$ cat config.mk
export PLATFORM = sky130hd
export DESIGN_NAME = pwl_fifo
export DESIGN_NICKNAME = d
export VERILOG_FILES = /design/src/pwl_pkg.sv /design/src/pwl_fifo.sv
export SDC_FILE = /design/constraint.sdc
export NUM_CORES = 1
export LEC_CHECK = 0
export BUFFER_PORTS_ARGS = -buffer_cell sky130_fd_sc_hd__buf_2
export CAP_MARGIN = 20
export CELL_PAD_IN_SITES_DETAIL_PLACEMENT = 1
export CELL_PAD_IN_SITES_GLOBAL_PLACEMENT = 1
export CORE_ASPECT_RATIO = 0.6
export CORE_MARGIN = 8
export CORE_UTILIZATION = 47
export CTS_CLUSTER_DIAMETER = 120
export CTS_CLUSTER_SIZE = 24
export DETAILED_ROUTE_END_ITERATION = 8
export HOLD_SLACK_MARGIN = 0.03
export PLACE_DENSITY = 0.84
export SETUP_SLACK_MARGIN = 0.1
export SLEW_MARGIN = 20
export SYNTH_ARGS = -nofsm -noshare
export SYNTH_HDL_FRONTEND = slang
export SYNTH_SLANG_ARGS = --single-unit
$ cat constraint.sdc
create_clock -name clk -period 10.2 [get_ports clk]
set_input_delay 0.51 -clock clk [delete_from_list [all_inputs] [get_ports clk]]
set_output_delay 0.51 -clock clk [all_outputs]
set_load 0.02 [all_outputs]
$ cat src/pwl_pkg.sv
// Package with the shared types and constants of the piecewise-linear table.
package pwl_pkg;

    localparam logic [1:0] OP_ADD   = 2'd0;
    localparam logic [1:0] OP_EVAL  = 2'd1;
    localparam logic [1:0] OP_CLEAR = 2'd2;

    localparam logic [1:0] ST_OK       = 2'd0;
    localparam logic [1:0] ST_REPLACED = 2'd1;
    localparam logic [1:0] ST_FULL     = 2'd2;
    localparam logic [1:0] ST_FEW      = 2'd3;

    localparam int CNT_W = 7;

    // One request as it passes from the front part to the back part.
    typedef struct packed {
        logic [1:0]         op;
        logic signed [31:0] x_time;
        logic signed [31:0] y_value;
    } pwl_req_t;

    typedef struct packed {
        logic signed [31:0] y_result;
        logic [1:0]         status;
        logic [CNT_W-1:0]   point_count;
    } pwl_res_t;

endpackage

$ cat src/pwl_fifo.sv
// Two-entry request queue between the front and back parts.
module pwl_fifo (
    input  logic              clk,
    input  logic              rst_n,
    input  logic              in_valid,
    output logic              in_ready,
    input  pwl_pkg::pwl_req_t in_data,
    output logic              out_valid,
    input  logic              out_ready,
    output pwl_pkg::pwl_req_t out_data
);

    pwl_pkg::pwl_req_t buf_reg [2];
    logic              wp_reg, wp_next, rp_reg, rp_next;
    logic [1:0]        cnt_reg, cnt_next;
    logic              push, pop;

    assign in_ready  = (cnt_reg != 2'd2);
    assign out_valid = (cnt_reg != 2'd0);
    assign out_data  = buf_reg[rp_reg];
    assign push      = in_valid && in_ready;
    assign pop       = out_valid && out_ready;

    always_comb
    begin
        wp_next  = push ? ~wp_reg : wp_reg;
        rp_next  = pop ? ~rp_reg : rp_reg;
        cnt_next = cnt_reg + {1'b0, push} - {1'b0, pop};
    end

    always_ff @(posedge clk or negedge rst_n)
    begin
        if (!rst_n)
        begin
            wp_reg  <= 1'b0;
            rp_reg  <= 1'b0;
            cnt_reg <= 2'd0;
        end
        else
        begin
            wp_reg  <= wp_next;
            rp_reg  <= rp_next;
            cnt_reg <= cnt_next;
        end
    end

    always_ff @(posedge clk)
    begin
        if (push)
        begin
            buf_reg[wp_reg] <= in_data;
        end
    end

endmodule

==> flow_summary.ini, run 1 <==
[setup_path]
critPathKind = reg2out
cp.required_ns = 9.69
cp_max_fo = 67
crit_arrival_ns = 2.17
startpoint_type = register
worstSetupEndpointType = primary output

[cts]
clkLatencyLatePin_ns = 0.40
cts_tree = done
clk_pin_slew_ns = 0.06
cts.repair.resized = 0
clockBufferDepth = 2
htreeDepth = 4
clock_sinks = 136
cts_buffers = 17
cts-root-buf = clkbuf_16

[floorplan]
rows = 29
fp.coreArea_sq_mm = 0.01052
ios = 138
start_util_pct = 48.20
die_x_um = 150.1
die_y_um = 96.47
fp.dieArea_sq_mm = 0.01448

[finish]
final_layout_size_suffix_gt1_share_pct = 60.36
seq_area_sq_mm = 0.004068
stdcell_count = 526
multi_input_area_sq_um = 957.2
final_nets = 446
most-common-layout-cells = buf_2, edfxtp_1, mux2_2
layout-area-overhead-vs-synth_pct = 27.82
mostFrequentLayoutCell = buf_2
fillers = 954
largest_reg_flops = 132

[routing]
ant_nets = 0
drc_errors = 0
wl_per_cell_um = 19.89
drt_pass1_iterations = 4
vias = 2601
finalWirelength_mm = 10.46
via_per_inst = 4.945
drtIter0Drc = 153

[timing]
whs_ns = 0.2918
period_minus_slack_ns = 2.677
setup_tns_ns = 0
rsz0062_at_grt = false
setup-violations-final = 0
maxSlewViolCount = 0
finClkSkew_ns = 0.006743
slew-limit-headroom_pct = 28.72
timing.final.crit_share_pct = 26.24
worst_pin_slew_ns = 1.069
hold_viol = 0
max_freq_mhz = 373.6

[global_route]
grt_pass1_vias = 2961
grt_usage_pct = 14.97
grt_max_degree = 68
antenna_found_initial = 1
grt_pass1_wl_mm = 15.90
grt_overflow = 0

[placed_design]
port_buffers = 137
dp_cells = 493
place_congestion = 0.7454
place_hpwl_mm = 7.171

[yosys]
syn-cell-area_sq_mm = 0.005072
ys_warn_count = 0
postSynthCellCount = 222
ys_seq_area_share_pct = 80.12
synth_fp_nets = 294
ys_ff_latch = 136
syn_area_per_cell_sq_um = 22.85
yosysUniqueCellTypes = 17

[power_and_ir_drop]
ir_worst_vdd_mv = 0.1934
power.leakage_nw = 2.531
powerDensity_mw_per_mm2 = 316.9

[status]
status = completed

[worst_hold_path]
hold_path_class = in2reg

[flow_run]
maxCapViolCount = 0
==> synthesized netlist by cell type <==
cell type / count / area share, %
nand2b_1: 1 / 0.12
mux2_4: 30 / 8.9
buf_4: 1 / 0.15
ha_1: 2 / 0.49
mux2_2: 36 / 8.0
buf_6: 3 / 0.67
or2_1: 1 / 0.12
nand2_1: 1 / 0.074
dfrtp_1: 4 / 2.0
xor2_1: 1 / 0.17
and2_1: 1 / 0.12
xnor2_1: 3 / 0.52
inv_1: 1 / 0.074
edfxtp_1: 132 / 78
and3_1: 1 / 0.12
buf_2: 3 / 0.30
nor2_1: 1 / 0.074
==> per-stage QoR <==
| step | utilization [%] | setup WS (ns) | total power [W] | cell area (sq um) |
|---|---|---|---|---|
| finish | 61.62 | 7.523 | 0.002054 | 6484 |
| global route | 61.59 | 7.414 | 0.002152 | 6481 |
| CTS | 61.59 | 7.473 | 0.002089 | 6481 |
| detailed placement | 56.10 | 7.920 | 0.001492 | 5903 |
| global placement | 56.10 | 7.922 | 0.001471 | 5903 |
| floorplan | - | 6.193 | 0.001292 | 5072 |
==> worst paths after layout <==
path,cells after the start,slack [ns],endpoint,start
worst min-delay path,1,0.29,buf_reg[0][50],in_data[50]
min in group asynchronous,2,0.46,rp_reg,rst_n
worst max-delay path,2,7.52,out_data[21],rp_reg
worst min register to register,1,0.53,cnt_reg[0],cnt_reg[0]
max in group asynchronous,2,9.60,rp_reg,rst_n
worst max register to register,3,8.05,buf_reg[1][44],cnt_reg[1]
==> cells by family after synthesis <==
family	share of synthesized area (%)
flops	80.12
mux	16.87
buf+inv	1.184
simple gates	0.6415
xor+xnor	0.6908
fa+ha+maj	0.4933
==> where the power goes <==
| part | internal [W] | total (W) | switching (W) |
|---|---|---|---|
| Combinational | 0.000270 | 0.000603 | 0.000333 |
| Clock | 0.000379 | 0.000589 | 0.000210 |
| Sequential | 0.000767 | 0.000863 | 0.0000952 |
| Total | 0.00142 | 0.00205 | 0.000639 |
==> what timing repair did <==
item / 4_1_cts / 5_1_grt
hold endpoints to repair: 4 / 0
hold buffers: 1 / 0
setup buffers: 0 / 0
==> routing by layer <==
layer / GRT usage [%] / up-vias / routed length, um
li1: - / 1186 / -
met5: 0 / - / 0
met3: 8.279 / 8 / 1095
met2: 23.47 / 109 / 4878
met1: 17.38 / 1298 / 4378
met4: 5.045 / 0 / 111
==> worst max-delay path: stages, from the launching register on <==
cell     delay (ns)
dfrtp_4        1.12
mux2_2         0.44
buf_2          0.16
==> final cells by class <==
| class | instances | area share [%] |
|---|---|---|
| antenna | 1 | 0.03860 |
| timing repair buffer | 140 | 10.96 |
| sequential | 136 | 62.74 |
| tap | 139 | 2.682 |
| inverter | 1 | 0.05789 |
| clock buffer | 20 | 6.735 |
| multi-input combinational | 78 | 14.76 |
| clock inverter | 11 | 2.026 |
Power figures use the tool's default switching activity.
==> inputs of run 2 (changes only) <==
CORE_UTILIZATION = 40   (was 47)
PLACE_DENSITY = 0.76   (was 0.84)
clock period = 2.36 ns   (was 10.2 ns; I/O delays follow)
==> run 2 against run 1 <==
Non-clock buffer count up 71. Hold slack worse by 0.24 ns. Register-to-register slack worse by 7.4 ns. Power rose to 4.5 times the previous value. Clock-buffer cell count down 2. Sequential cell count unchanged. Wire length up 13%. Core utilization down 3.9 points. First-iteration DRC count down 29%. Sequential power rose to 4.1 times the previous value. Global-route usage down 0.26 points. Sequential share of layout area down 6.8 points. Largest power group unchanged.
==> flow_summary.ini, run 2 (synthesis gave the netlist of run 1 again) <==
[floorplan]
fp.dieArea_sq_mm = 0.01666
rows = 32
die_y_um = 103.2
start_util_pct = 40.22
fp.coreArea_sq_mm = 0.01261
ios = 138
die_x_um = 161.4

[timing]
rsz0062_at_grt = false
timing.final.crit_share_pct = 83.22
finClkSkew_ns = 0.01116
setup_tns_ns = 0
slew-limit-headroom_pct = 66.63
period_minus_slack_ns = 1.964
maxSlewViolCount = 0
max_freq_mhz = 509.2
hold_viol = 0
worst_pin_slew_ns = 0.5005
setup-violations-final = 0
whs_ns = 0.05220
setup_ws_ns = 0.3960

[global_route]
grt_pass1_wl_mm = 18.28
grt_max_degree = 38
antenna_found_initial = 0
grt_overflow = 0
grt_usage_pct = 14.71
grt_pass1_vias = 3253

[finish]
antenna_cells = 0
most-common-layout-cells = buf_2, edfxtp_1, dlygate4sd3_1
stdcell_count = 628
final_nets = 517
layout-area-overhead-vs-synth_pct = 43.49
mostFrequentLayoutCell = buf_2
final_layout_size_suffix_gt1_share_pct = 53.28
fin_area_sq_mm = 0.007278
largest_reg_flops = 132

[power_and_ir_drop]
internal_power_w = 0.006287
swShare_pct = 31.87
power_frac_clock_pct = 29.0
powerDensity_mw_per_mm2 = 1268
p_sw_w = 0.002941
ir_worst_vdd_mv = 0.6091
power.leakage_nw = 2.852
seqPwrFrac_pct = 38.4
power_frac_comb_pct = 32.7

[cts]
clock_sinks = 136
clk_pin_slew_ns = 0.05
clockBufferDepth = 2
cts_tree = done
cts_setup_buffers = 0
clkLatencyLatePin_ns = 0.41
cts-root-buf = clkbuf_16
cts_buffers = 17
htreeDepth = 4

[setup_path]
slowest_delay_ns = 0.64
cp.required_ns = 2.24
startpoint_type = register
cp_slowest_cell = dfrtp_4
path_cells = buf_4 -> mux2_2 -> buf_2
crit_buf_inv = 2
critPathKind = reg2out
path_depth = 3
worstRegToRegCells = 7
cp_max_fo = 18
worstSetupEndpointType = primary output
cp_top_family = flip-flops
crit_arrival_ns = 1.85

[placed_design]
placed_cell_area_sq_mm = 0.006005
place_congestion = 0.7044
dp_cells = 529
place_hpwl_mm = 7.308
port_buffers = 137
dp_slack_ns = 0.6422

[routing]
via_per_inst = 4.537
drc_errors = 0
wl_per_cell_um = 18.83
finalWirelength_mm = 11.83
drtIter0Drc = 109
ant_nets = 0
drt_pass1_iterations = 4
vias = 2849

[worst_hold_path]
hold_path_class = in2async

[flow_run]
maxCapViolCount = 0

[status]
status = completed
## run 2: path summary, 6_finish.rpt
check,from,to,slack (ns)
worst max-delay path,rp_reg,out_data[4],0.40
worst min-delay path,rst_n,rp_reg,0.05
worst max register to register,cnt_reg[1],cnt_reg[1],0.62
worst min register to register,cnt_reg[0],cnt_reg[0],0.53
max in group asynchronous,rst_n,rp_reg,2.17
min in group clk,out_ready,rp_reg,0.08
## run 2: what timing repair did
action / CTS / global route
resized for setup: 0 / 0
hold buffers: 67 / 0
endpoints found under the hold margin: 136 / 0
## run 2: final cells by class
| type | instances | area, sq um |
|---|---|---|
| multi-input combinational | 78 | 957.2 |
| sequential | 136 | 4068 |
| clock inverter | 14 | 173.9 |
| timing repair buffer | 211 | 1434 |
| inverter | 1 | 3.754 |
| clock buffer | 18 | 429.2 |
| fill | 1181 | 5334 |
| tap | 170 | 212.7 |
## run 2: per-stage QoR
| step | power (W) | util, % |
|---|---|---|
| 6_report | 0.009227 | 57.71 |
| 5_1_grt | 0.009630 | 57.71 |
| 4_1_cts | 0.009342 | 57.71 |
| 3_5_place_dp | 0.006542 | 47.61 |
| 3_3_place_gp | 0.006464 | 47.61 |
| 2_1_floorplan | 0.005561 | - |
## run 2: routing by layer
layer | track usage [%] | wire length [um]
met1 | 16.36 | 4927
met2 | 25.77 | 5943
met3 | 5.929 | 865
met4 | 4.883 | 91
met5 | 0 | 0
## run 2: power by group through the flow
stage                     clock network (W)  logic (W)  registers [W]
after floorplan                           0    0.00210        0.00346
after global placement                    0    0.00292        0.00355
after detailed placement                  0    0.00295        0.00360
after CTS                           0.00274    0.00305        0.00355
after global routing                0.00281    0.00322        0.00360
final                               0.00267    0.00301        0.00354
==> inputs of run 3 (changes only) <==
ABC_AREA = 1   (was unset)
CORE_UTILIZATION = 41   (was 40)
PLACE_DENSITY = 0.79   (was 0.76)
clock period = 1.9 ns   (was 2.36 ns; I/O delays follow)
==> run 3 against run 2 <==
Clock power grew 14%. Non-clock buffer count grew 3. Final area shrank 0.58%. Via count grew 25%. Hold slack gained 0.36 ns. Largest cell class unchanged. Combinational power grew 38%. Sequential cell count is the same. Global-route usage grew 2.5 points. Synthesized cell count grew 70%. Die area shrank 2.6%.
==> flow_summary.ini, run 3 <==
[cts]
cts_buffers = 17
clkLatencyLatePin_ns = 0.41
clockBufferDepth = 2
cts_setup_buffers = 0
clock_sinks = 136
htreeDepth = 4
clk_pin_slew_ns = 0.06
cts_tree = done
cts-root-buf = clkbuf_16

[routing]
route.met3.wl_um = 860
ant_nets = 0
top_layer_used = met4
wl_per_cell_um = 18.02
finalWirelength_mm = 13.95
drc_errors = 0
vias = 3554
met2RoutedLength_mm = 6.887
drtIter0Drc = 163
drt_pass1_iterations = 4
met1Wirelength_mm = 6.097
via_per_inst = 4.592

[yosys]
async_reset_ff_share_pct = 2.941
ys_seq_area_share_pct = 80.56
synth_fp_nets = 449
yosysUniqueCellTypes = 11
synth_top_area_share_pct = 78.57
yosysTopAreaCell = edfxtp_1
synth_xor_area_share_pct = 0
syn_area_per_cell_sq_um = 13.38
synth_edf_count = 132
synth-compound-area-share_pct = 0
postSynthCellCount = 377
synth_top_family_by_area = simple AND/OR/NAND/NOR gates
syn-cell-area_sq_mm = 0.005045
synth_mux_area_share_pct = 0
yosysMostFrequentCell = nand2_1
ys.flop_type = edfxtp_1
synth_commonest_cells = nand2_1, edfxtp_1, buf_2, inv_1, buf_6
synthAdderAreaFrac_pct = 0.4960
ys_ff_latch = 136
ys_warn_count = 0
synthSimpleGateAreaFrac_pct = 16.07
synth_top_cells_by_area = edfxtp_1, nand2_1, dfrtp_1, buf_6, buf_2

[power_and_ir_drop]
seqPwrFrac_pct = 37.3
power.leakage_nw = 3.118
internal_power_w = 0.007127
power_frac_clock_pct = 26.6
powerDensity_mw_per_mm2 = 1587
swShare_pct = 37.93
ir_worst_vdd_mv = 1.102
p_sw_w = 0.004355
power_frac_comb_pct = 36.1

[finish]
final_nets = 667
final_layout_size_suffix_gt1_share_pct = 29.82
layout-area-overhead-vs-synth_pct = 43.43
largest_reg_flops = 132
final_util_pct = 60.18
most-common-layout-cells = nand2_1, buf_2, edfxtp_1
mostFrequentLayoutCell = nand2_1
stdcell_count = 774

[timing]
period_minus_slack_ns = 1.669
finClkSkew_ns = 0.009885
hold_viol = 0
setup_ws_ns = 0.2307
setup-violations-final = 0
slew-limit-headroom_pct = 71.19
max_freq_mhz = 599.0
worst_pin_slew_ns = 0.4321
maxSlewViolCount = 0
timing.final.crit_share_pct = 87.86
rsz0062_at_grt = false

[placed_design]
port_buffers = 137
dp_cells = 670
place_congestion = 0.7466
place_hpwl_mm = 8.206
dp_slack_ns = 0.3976

[setup_path]
crit_arrival_ns = 1.57
rr_startpoint = cnt_reg[1]
reg2reg_slack_ns = 0.38
startpoint_type = register
worstRegToRegCells = 10
cp.required_ns = 1.80
cp_max_fo = 34
critPathKind = reg2out
worstSetupEndpointType = primary output
worstReg2RegEnd = cnt_reg[1]

[global_route]
antenna_found_initial = 1
grt_pass1_vias = 3977
grt_overflow = 0
grt_pass1_wl_mm = 21.40
grt_max_degree = 68
grt_usage_pct = 17.24

[floorplan]
fp.dieArea_sq_mm = 0.01623
ios = 138
fp.coreArea_sq_mm = 0.01202
start_util_pct = 41.96
die_y_um = 101.9
die_x_um = 159.2
rows = 31

[status]
status = completed

[worst_hold_path]
whs_path_depth = 2
hold_path_class = in2reg
min_to = buf_reg[0][5]
min_from = in_data[5]

[flow_run]
maxCapViolCount = 0
[run 3: cell types whose count changed in the layout (fill, tap and decap cells not counted), sizes merged, moves of 2 or more]
cell / before / now
nand2: 1 / 211
mux2: 66 / 0
inv: 4 / 11
dlygate4sd3: 67 / 70
nand3: 0 / 3
xnor2: 3 / 0
bufinv: 3 / 1
clkinvlp: 4 / 6
diode: 0 / 2
[run 3: cell families after synthesis]
group         after synthesis
fa+ha+maj                   2
simple gates              215
buf+inv                    24
flops                     136
[run 3: through the flow]
step                      instance area [sq um]  hold slack (ns)  TNS [ns]  total power (W)
after detailed placement                   5941         -0.09575         0         0.008304
final                                      7236           0.4133         0          0.01148
after global placement                     5941         -0.09655         0         0.008137
after global routing                       7233           0.4011         0          0.01213
after CTS                                  7194           0.3884         0          0.01149
after floorplan                            5076          -0.2006    -11.01         0.006848
[run 3: power by group through the flow]
stage,registers (W),clock network [W],logic (W)
2_1_floorplan,0.00429,0,0.00256
6_report,0.00428,0.00305,0.00415
3_3_place_gp,0.00429,0,0.00385
5_1_grt,0.00434,0.00324,0.00456
4_1_cts,0.00428,0.00312,0.00409
3_5_place_dp,0.00434,0,0.00397
[run 3: metal layers]
| layer | GRT usage, % | vias to the layer above |
|---|---|---|
| li1 | - | 1705 |
| met1 | 19.86 | 1723 |
| met2 | 29.64 | 117 |
| met3 | 6.718 | 9 |
| met4 | 5.479 | 0 |
| met5 | 0 | - |
[run 3: how the worst max path moves through the flow]
stage	start	to	cells after the start
after floorplan	cnt_reg[1]	buf_reg[1][0]	3
after global placement	wp_reg	buf_reg[0][36]	4
after detailed placement	cnt_reg[1]	cnt_reg[1]	10
final	rp_reg	out_data[58]	5
after CTS	rp_reg	out_data[58]	5
after global routing	rp_reg	out_data[58]	5
[run 3: critical path: stages (launching register included)]
cell and delay [ns]:
dfrtp_2 0.42, inv_2 0.12, buf_16 0.21, nand2_1 0.08
nand2_1 0.12, buf_2 0.20
[run 3: timing repair]
item,CTS,global route
endpoints found under the setup margin,0,3
hold buffers,70,0
endpoints found under the hold margin,138,0
gates resized for setup,0,2
[run 3: final cells by class]
type	count	area, sq um
diodes	2	5.005
fillers	1207	4788
multi-input cells	217	863.3
inverters	9	37.54
clock inverters	14	127.6
repair buffers	214	1505
clock buffers	17	425.4
flip-flops and latches	136	4065
well taps	165	206.4
